**src/hw/rtl/fcr_pkg.sv**
```systemverilog
// ----------------------------------------------------------------------------
// fcr_pkg
// shared types, constants and the crc-16-ccitt byte step
// ----------------------------------------------------------------------------
package fcr_pkg;

    localparam logic [7:0]  SYNC_FIRST  = 8'hAA;
    localparam logic [7:0]  SYNC_SECOND = 8'h55;
    localparam logic [15:0] CRC_INIT    = 16'hFFFF;
    localparam logic [15:0] CRC_POLY    = 16'h1021;
    localparam logic [15:0] FULL_SCALE  = 16'd36000;
    localparam logic signed [16:0] HALF_SCALE = 17'sd18000;
    localparam logic [7:0]  MAX_TYPE    = 8'd3;
    localparam logic [1:0]  CMD_Z_RATE  = 2'd3;
    localparam logic [1:0]  PAY_LAST    = 2'd2;

    typedef enum logic [2:0] {
        PH_SYNC1 = 3'd0,
        PH_SYNC2 = 3'd1,
        PH_BODY  = 3'd2,
        PH_CRCLO = 3'd3,
        PH_CRCHI = 3'd4
    } t_phase;

    typedef struct packed {
        logic                valid;
        logic [1:0]          cmd_type;
        logic signed [16:0]  cmd_value;
    } t_result;

    // one byte through the crc, msb first, eight shift steps
    function automatic logic [15:0] crc16_feed(input logic [15:0] acc, input logic [7:0] b);
        logic [15:0] c;
        c = acc ^ {b, 8'h00};
        for (int k = 0; k < 8; k++) begin
            if (c[15]) begin
                c = {c[14:0], 1'b0} ^ CRC_POLY;
            end else begin
                c = {c[14:0], 1'b0};
            end
        end
        return c;
    endfunction

endpackage

```
**src/hw/rtl/fcr_parser.sv**
```systemverilog
// ----------------------------------------------------------------------------
// fcr_parser
// input beat register, frame state machine, running crc and result decode
// ----------------------------------------------------------------------------
module fcr_parser (
    input  logic             i_clk,
    input  logic             i_rst_n,
    input  logic             i_valid,
    output logic             o_stall,
    input  logic [7:0]       i_rx_byte,
    input  logic             i_out_free,
    output fcr_pkg::t_result o_res
);
    import fcr_pkg::*;

    logic        r_in_valid;
    logic [7:0]  r_in_byte;
    t_phase      r_phase;
    t_phase      n_phase;
    logic [7:0]  r_pay [3];
    logic [1:0]  r_count;
    logic [1:0]  n_count;
    logic [7:0]  r_crc_lo;
    logic [15:0] r_crc;
    logic [15:0] n_crc;
    logic        adv;
    logic        accept;

    logic [15:0]        rcv_crc;
    logic [15:0]        raw;
    logic [15:0]        clamped;
    logic signed [16:0] value;
    logic               frame_ok;

    // only the crc-high beat can produce a result, so only it waits on the output
    assign adv     = !(r_phase == PH_CRCHI) || i_out_free;
    assign o_stall = r_in_valid && !adv;
    assign accept  = i_valid && !o_stall;

    always_ff @(posedge i_clk) begin
        if (!i_rst_n) begin
            r_in_valid <= 1'b0;
        end else if (accept) begin
            r_in_valid <= 1'b1;
        end else if (adv) begin
            r_in_valid <= 1'b0;
        end
    end

    always_ff @(posedge i_clk) begin
        if (accept) begin
            r_in_byte <= i_rx_byte;
        end
    end

    // next state
    always_comb begin
        n_phase = r_phase;
        unique case (r_phase)
            PH_SYNC2: n_phase = (r_in_byte == SYNC_SECOND) ? PH_BODY : PH_SYNC1;
            PH_BODY:  n_phase = (r_count == PAY_LAST) ? PH_CRCLO : PH_BODY;
            PH_CRCLO: n_phase = PH_CRCHI;
            PH_CRCHI: n_phase = PH_SYNC1;
            default:  n_phase = (r_in_byte == SYNC_FIRST) ? PH_SYNC2 : PH_SYNC1;
        endcase
    end

    // datapath and result
    always_comb begin
        n_count = r_count;
        n_crc   = r_crc;
        unique case (r_phase)
            PH_SYNC2: begin
                if (r_in_byte == SYNC_SECOND) begin
                    n_count = 2'd0;
                    n_crc   = CRC_INIT;
                end
            end
            PH_BODY: begin
                n_crc   = crc16_feed(r_crc, r_in_byte);
                n_count = (r_count == PAY_LAST) ? 2'd0 : r_count + 2'd1;
            end
            default: begin
            end
        endcase

        rcv_crc  = {r_in_byte, r_crc_lo};
        frame_ok = (rcv_crc == r_crc) && (r_pay[0] <= MAX_TYPE);
        raw      = {r_pay[2], r_pay[1]};
        clamped  = (raw > FULL_SCALE) ? FULL_SCALE : raw;
        value    = signed'({1'b0, clamped});
        if ((r_pay[0][1:0] == CMD_Z_RATE) && (value > HALF_SCALE)) begin
            value = HALF_SCALE - value;
        end

        o_res.valid     = r_in_valid && (r_phase == PH_CRCHI) && frame_ok;
        o_res.cmd_type  = r_pay[0][1:0];
        o_res.cmd_value = value;
    end

    always_ff @(posedge i_clk) begin
        if (!i_rst_n) begin
            r_phase  <= PH_SYNC1;
            r_count  <= 2'd0;
            r_crc_lo <= 8'h00;
            r_crc    <= CRC_INIT;
        end else if (r_in_valid && adv) begin
            r_phase <= n_phase;
            r_count <= n_count;
            r_crc   <= n_crc;
            if (r_phase == PH_CRCLO) begin
                r_crc_lo <= r_in_byte;
            end
        end
    end

    always_ff @(posedge i_clk) begin
        if (r_in_valid && adv && (r_phase == PH_BODY)) begin
            r_pay[r_count] <= r_in_byte;
        end
    end

endmodule

```
**src/hw/rtl/fcr_out_reg.sv**
```systemverilog
// ----------------------------------------------------------------------------
// fcr_out_reg
// result register holding one command until the consumer takes it
// ----------------------------------------------------------------------------
module fcr_out_reg (
    input  logic               i_clk,
    input  logic               i_rst_n,
    input  fcr_pkg::t_result   i_res,
    output logic               o_out_free,
    output logic               o_valid,
    input  logic               i_stall,
    output logic [1:0]         o_cmd_type,
    output logic signed [16:0] o_cmd_value
);
    import fcr_pkg::*;

    logic               r_valid;
    logic [1:0]         r_type;
    logic signed [16:0] r_value;

    assign o_out_free = !r_valid || !i_stall;

    always_ff @(posedge i_clk) begin
        if (!i_rst_n) begin
            r_valid <= 1'b0;
        end else if (o_out_free) begin
            r_valid <= i_res.valid;
        end
    end

    always_ff @(posedge i_clk) begin
        if (o_out_free && i_res.valid) begin
            r_type  <= i_res.cmd_type;
            r_value <= i_res.cmd_value;
        end
    end

    assign o_valid     = r_valid;
    assign o_cmd_type  = r_type;
    assign o_cmd_value = r_value;

endmodule

```
**src/hw/rtl/framed_command_receiver_crc16.sv**
```systemverilog
// result path: the last crc byte passes the input beat register, then the command is registered onto o_valid
// throughput: one byte per cycle; the crc-high beat waits only while a result sits stalled
// frame cost: 7 bytes per command (2 sync, 3 payload, 2 crc), each crc step unrolled into combinational logic
// reset: synchronous active-low i_rst_n; hunts for sync, crc at 0xffff, no result pending
// ----------------------------------------------------------------------------
// framed_command_receiver_crc16
// sync-framed command parser with crc-16-ccitt check, clamp and rate remap
// ----------------------------------------------------------------------------
module framed_command_receiver_crc16 (
    input  logic               i_clk,
    input  logic               i_rst_n,
    // receive byte channel
    input  logic               i_valid,
    output logic               o_stall,
    input  logic [7:0]         i_rx_byte,
    // command channel
    output logic               o_valid,
    input  logic               i_stall,
    output logic [1:0]         o_cmd_type,
    output logic signed [16:0] o_cmd_value
);
    import fcr_pkg::*;

    // decoded result from the parser, valid only on a good frame end
    t_result res;
    // result register can take a new command this cycle
    logic    out_free;

    // stage 1: input beat register plus frame decode
    // the state machine walks sync1 -> sync2 -> body x3 -> crc lo -> crc hi,
    // a bad second sync byte drops back to hunting without re-checking itself
    fcr_parser u_parser (
        .i_clk      (i_clk),
        .i_rst_n    (i_rst_n),
        .i_valid    (i_valid),
        .o_stall    (o_stall),
        .i_rx_byte  (i_rx_byte),
        .i_out_free (out_free),
        .o_res      (res)
    );

    // stage 2: command register, decouples the consumer's stall from the byte stream
    fcr_out_reg u_out (
        .i_clk       (i_clk),
        .i_rst_n     (i_rst_n),
        .i_res       (res),
        .o_out_free  (out_free),
        .o_valid     (o_valid),
        .i_stall     (i_stall),
        .o_cmd_type  (o_cmd_type),
        .o_cmd_value (o_cmd_value)
    );

endmodule

```
**config.mk**
```make
export PLATFORM = sky130hd
export DESIGN_NAME = framed_command_receiver_crc16
export DESIGN_NICKNAME = d
export VERILOG_FILES = /design/src/hw/rtl/fcr_pkg.sv /design/src/hw/rtl/fcr_parser.sv /design/src/hw/rtl/fcr_out_reg.sv /design/src/hw/rtl/framed_command_receiver_crc16.sv
export SDC_FILE = /design/constraint.sdc
export NUM_CORES = 1
export LEC_CHECK = 0
export ABC_CLOCK_PERIOD_IN_PS = 4000
export BUFFER_PORTS_ARGS = -buffer_cell sky130_fd_sc_hd__buf_2
export CAP_MARGIN = 20
export CORE_ASPECT_RATIO = 2
export CORE_MARGIN = 3
export CORE_UTILIZATION = 50
export DETAILED_ROUTE_END_ITERATION = 12
export PLACE_DENSITY = 0.74
export SLEW_MARGIN = 25
export SYNTH_ARGS = -nofsm -noshare
export SYNTH_HDL_FRONTEND = slang
export SYNTH_HIERARCHICAL = 1
export SYNTH_SLANG_ARGS = --single-unit
```
**constraint.sdc**
```tcl
create_clock -name i_clk -period 4 [get_ports i_clk]
set_clock_uncertainty 0.1 [all_clocks]
set_input_delay 0.4 -clock i_clk [delete_from_list [all_inputs] [get_ports i_clk]]
set_output_delay 0.4 -clock i_clk [all_outputs]
set_load 0.005 [all_outputs]
```
# Word level (Yosys, flattened, before mapping)

Memories as Yosys holds them, arrays and structs flattened.
Cells that the tools add are included.

Bitwise gates (word level): 9
$add $sub $neg: 2
Reduce and logical (&&, ||, !) cells: 20
Equality and inequality tests: 10
$lt $le $gt $ge: 3
Muxes and demuxes: 30

Operators by type and width:

| kind                   | count |
|---|---|
| $mux 16                | 10 |
| $mux 13                | 8 |
| $pmux 16 s2            | 1 |
| $not 3->3              | 8 |
| $sub 15x16->17 const A | 1 |
| $eq 16x16->1           | 1 |
| $gt 16x15->1 const B   | 1 |
| $gt 16x16->1 const B   | 1 |
| $xor 16x16->16         | 1 |
| $pmux 3 s4             | 1 |
| $logic_and 1x1->1      | 9 |
| $eq 8x7->1 const B     | 1 |
| $eq 8x8->1 const B     | 1 |
| $le 8x2->1 const B     | 1 |
| $eq 3x2->1 const B     | 2 |
| $mux 1                 | 6 |
| $mux 2                 | 3 |
| $logic_not 1->1        | 5 |
| $eq 2x2->1 const B     | 2 |
| $pmux 2 s2             | 1 |
| $reduce_bool 2->1      | 2 |
| $eq 3x1->1 const B     | 1 |
| $eq 3x3->1 const B     | 1 |
| $reduce_and 3->1       | 1 |
| other kinds (4)        | 5 |

Memory bits (writable): 24
Word-level logic and storage cells: 85
Register bits: 58
Memories kept: 1
Output and inout bits: 21
Bits of input ports: 12

Memories:

| name           | words | bits a word | read ports | clocked after Yosys merged registers in | write ports | line             | RTL |
|---|---|---|---|---|---|---|---|
| u_parser.r_pay | 3     | 8           | 3          | 0                                       | 1           | fcr_parser.sv:20 | `logic [7:0] r_pay [3];` |

# Depth between registers and ports, before layout

Depth in word-level cells: 25
Gate-level depth with buffers: 13
Gate-level depth less buffers: 11

# Hierarchy

Netlist, hierarchy kept.

Modules (own cells, without submodules):

| module      | instances | sequential area each (um^2) | cells an instance | area an instance (um^2) |
|---|---|---|---|---|
| fcr_parser  | 1         | 1,561.5                     | 320               | 3,223.1 |
| fcr_out_reg | 1         | 590.6                       | 24                | 611.8 |

# Least setup slack after synthesis

No wires, ideal clock.

Path type: flip-flop to flip-flop
Start: mem u_parser.r_pay[1][6]
End: reg u_out.r_value[14] (netlist: u_out/o_cmd_value[14]), data pin
Arrival: 2,601 ps
Clock period less this slack: 2,957 ps
Data required time: 3,644 ps
Cell stages (with the launch flop): 14
Buffers on the path: 2
Slack: 1,043 ps
Library setup time: 256 ps
Cell sequence: edfxtp_1 -> buf_2 -> o21ai_0 -> a21oi_1 -> o221ai_2 -> buf_6 -> and2_1 -> inv_1 -> ha_1 -> nor4b_1 -> o21ai_1 -> o311ai_2 -> a311oi_1 -> a41o_1

RTL lines:

| item                 | line              | RTL |
|---|---|---|
| start, declared      | fcr_parser.sv:20  |  |
| end signal, assigned | fcr_out_reg.sv:34 | `r_value <= i_res.cmd_value;` |
| end, declared        | fcr_out_reg.sv:19 | `logic signed [16:0] r_value;` |

==> metrics.csv <==
metric,value,unit
p_leak,1.47,nW
rrSetupSlack,0.64,ns
io_pins,33,
initial_utilization,0.520,
cap_violations,0,
dp.cells,455,
clkLatencyLatePin,0.33,ns
finalSetupViolCount,0,
synth-warning-count,6,
slew_headroom,0.447,
synth_edf_count,51,
worstPathRequired,3.98,ns
pwr-share-comb,0.038,
power_per_cell_area,406,nW/um^2
antenna_found_initial,0,
dr.pass1.iters,4,
post-cts-setup-buffers,0,
n_fill_cell,627,
tns,0,ns
power_frac_seq,0.525,
async_flop_share,0,
post-place-ws,0.684,ns
grt_use_met3,0.0422,
grt_pass1_vias,2654,
synth-main-ff-cell,edfxtp_1,
ant_nets,0,
synth-seq-area-share,0.561,
top_usage_layer,met2,
syn_nets,357,
vias,2730,
ctsResizeCount,0,
status,"complete, no violations",
portBuffers,32,
synthesis.area,3830,sq um
cts_made_buffers,9,
start_kind,flip-flop,
timing.rr.start,u_parser/r_pay[2][7],
p_clk_frac,0.437,
criticalPathCategory,flip-flop to flip-flop,
synthCells,344,
ff2ff_path_depth,11,
path_clk_slew,0.05,ns
overflow,0,
end_kind,flip-flop,
fin_util,0.586,
setup_slack,0.640,ns
clock-sinks,82,
htree_levels,3,
worstMarginPinSlew,0.829,ns
use_met2,0.359,
routed_via_density,5.80,
finish.net_count,387,
dp_hpwl,5840,um
use_met1,0.189,
arrival,3.34,ns
path_max_fanout,9,
synthDistinctLibCells,57,
clk_path_buf_depth,2,
reg2reg_to,u_out/o_cmd_value[14],
min_from,i_rx_byte[7],
p_sw,0.345,mW
min_period,3.36,ns
grt_max_degree,32,
post_drt_wl_per_cell,17.2,um
drt_iter0_drc,276,
drive_gt1_frac,0.164,
finalNonFillerCells,471,
grt_pass1_wl,12700,um
die_area,8820,sq um
wl,8090,um
ir_worst_vdd,0.327,mV
p_sw_frac,0.196,
hold_class,input pin to flip-flop,
hold-worst-slack,0.146,ns
cts-root-buf,clkbuf_16,
rows,44,
rsz0062_at_grt,false,
syn-mean-instance-area,11.1,sq um
hold_depth,1,
fin_crit_sh,0.840,
ys_ff_latch,82,
globalplace.congestion,0.989,
holdBufCountCts,0,
num_antenna_cells,0,
areaGrowthSynthToFinish,12.8,%
hold_end,u_parser/r_in_byte[7],
drc,0,
die_h,130,um
die_x,67.9,um
finalHoldViolCount,0,
drv_slew,0,
grt_usage,0.201,
fmax,298,MHz
design.core.area,7380,sq um
cts_tree,yes,
p_int,1.41,mW
synthesized netlist by cell type, types with 2 or more instances:
cell	instances	area, sq um
edfxtp_1	51	1530
nand2_1	44	165
dfxtp_1	31	621
xnor2_1	30	263
o22ai_1	16	100
nor2_1	11	41.3
a21oi_1	10	50.1
nand3_1	10	50.1
a21boi_0	9	67.6
o21a_1	9	67.6
buf_2	8	40.0
nor2b_1	8	50.1
o21ai_0	7	35.0
xor2_1	7	61.3
clkbuf_1	6	22.5
inv_1	6	22.5
a211oi_1	5	37.5
nand4_1	5	31.3
nor3_1	5	25.0
and2_1	4	25.0
o211ai_1	4	30.0
or3_1	4	25.0
a21o_1	3	22.5
buf_6	3	33.8
nor3b_1	3	22.5
nor4_1	3	18.8
nor4bb_1	3	30.0
o31ai_1	3	22.5
a311oi_1	2	17.5
and3_1	2	12.5
buf_4	2	15.0
clkbuf_2	2	10.0
nand3b_1	2	15.0
o21ai_1	2	10.0
o21ai_2	2	17.5
worst max path at each step:
stage	startpoint	slack, ns	endpoint	cells after the start
detailed placement	u_parser/r_pay[2][7]	0.68	u_out/o_cmd_value[14]	11
CTS	u_parser/r_pay[2][7]	0.68	u_out/o_cmd_value[14]	11
finish	u_parser/r_pay[2][7]	0.64	u_out/o_cmd_value[14]	11
floorplan	u_parser/r_pay[1][6]	1.04	u_out/o_cmd_value[14]	13
global placement	u_parser/r_pay[2][7]	0.83	u_out/o_cmd_value[14]	11
global route	u_parser/r_pay[2][7]	0.33	u_out/o_cmd_value[14]	11
metal layers:
| layer | wire, um | part of all wire |
|---|---|---|
| met5 | 0 | 0 |
| met4 | 480 | 0.059 |
| met3 | 353 | 0.044 |
| met2 | 4450 | 0.55 |
| met1 | 2800 | 0.35 |
cells by family (layout without fill, tap and decap cells):
group | count (synthesis) | in the layout | share of synthesized area
AOI/OAI and AO/OA | 83 | 83 | 0.157
buffers and inverters | 27 | 62 | 0.0375
DFF | 82 | 82 | 0.561
and+or+nand+nor | 114 | 114 | 0.157
xor gates and xnor gates | 37 | 37 | 0.0845
adders and majority gates | 1 | 1 | 0.00326
critical path, stage by stage, from the launching register on:
cell	delay (ns)
edfxtp_1	0.53
nand3_1	0.21
a21oi_1	0.38
o221ai_2	0.22
and2_1	0.22
inv_1	0.05
ha_1	0.24
nor4b_1	0.27
o21ai_1	0.19
o311ai_2	0.32
a311oi_1	0.15
a41o_1	0.22
placed cells by master (no fill, tap or decap), drive strengths merged, types with 2 or more instances in the layout:
| cell type | n |
|---|---|
| nor4 | 4 |
| clkbuf | 11 |
| buf | 40 |
| o21a | 9 |
| a21boi | 9 |
| clkinv | 4 |
| and3 | 2 |
| a311oi | 2 |
| or3 | 5 |
| edfxtp | 51 |
| or2 | 2 |
| a21o | 3 |
| and2 | 4 |
| nand3b | 2 |
| nand2 | 44 |
| dfxtp | 31 |
| inv | 6 |
| nor3b | 4 |
| nor2b | 8 |
| o22ai | 16 |
| o211ai | 4 |
| o21ai | 11 |
| a21oi | 10 |
| nand3 | 10 |
| nor4bb | 3 |
| nor3 | 5 |
| nor2 | 12 |
| nand4 | 5 |
| o31ai | 3 |
| xnor2 | 30 |
| a211oi | 5 |
| xor2 | 7 |
area by class of cell:
type                            count  area, sq um  area share
Clock buffer                       11          233      0.0538
Clock inverter                      5         45.0      0.0104
Inverter                            6         22.5     0.00521
Multi-Input combinational cell    235         1540       0.356
Sequential cell                    82         2150       0.497
Tap cell                           92          115      0.0266
Timing Repair Buffer               40          220      0.0509
state kept, by name, summed over array words and instances, names as in the netlist:
| signal | count |
|---|---|
| u_parser/r_crc | 16 |
| u_parser/r_crc_lo | 8 |
| u_out/o_cmd_value | 17 |
| u_parser/r_pay | 24 |
| u_parser/r_count | 2 |
| u_parser/r_phase | 3 |
| u_parser/r_in_valid | 1 |
| u_parser/r_in_byte | 8 |
| u_out/o_cmd_type | 2 |
| u_out/o_valid | 1 |
power groups by stage:
stage,registers [mW],logic (mW),clock network (mW)
after floorplan,0.930,0.0465,0
after global placement,0.939,0.0646,0
after detailed placement,0.939,0.0650,0
after CTS,0.921,0.0657,0.784
after global routing,0.922,0.0720,0.810
final,0.921,0.0664,0.767
metrics by stage:
step / instance area [sq um] / total power [mW]
after global routing: 4330 / 1.80
after CTS: 4330 / 1.77
after global placement: 4050 / 1.00
after floorplan: 3830 / 0.977
after detailed placement: 4050 / 1.00
final: 4330 / 1.75
(Power assumes the default switching activity.)
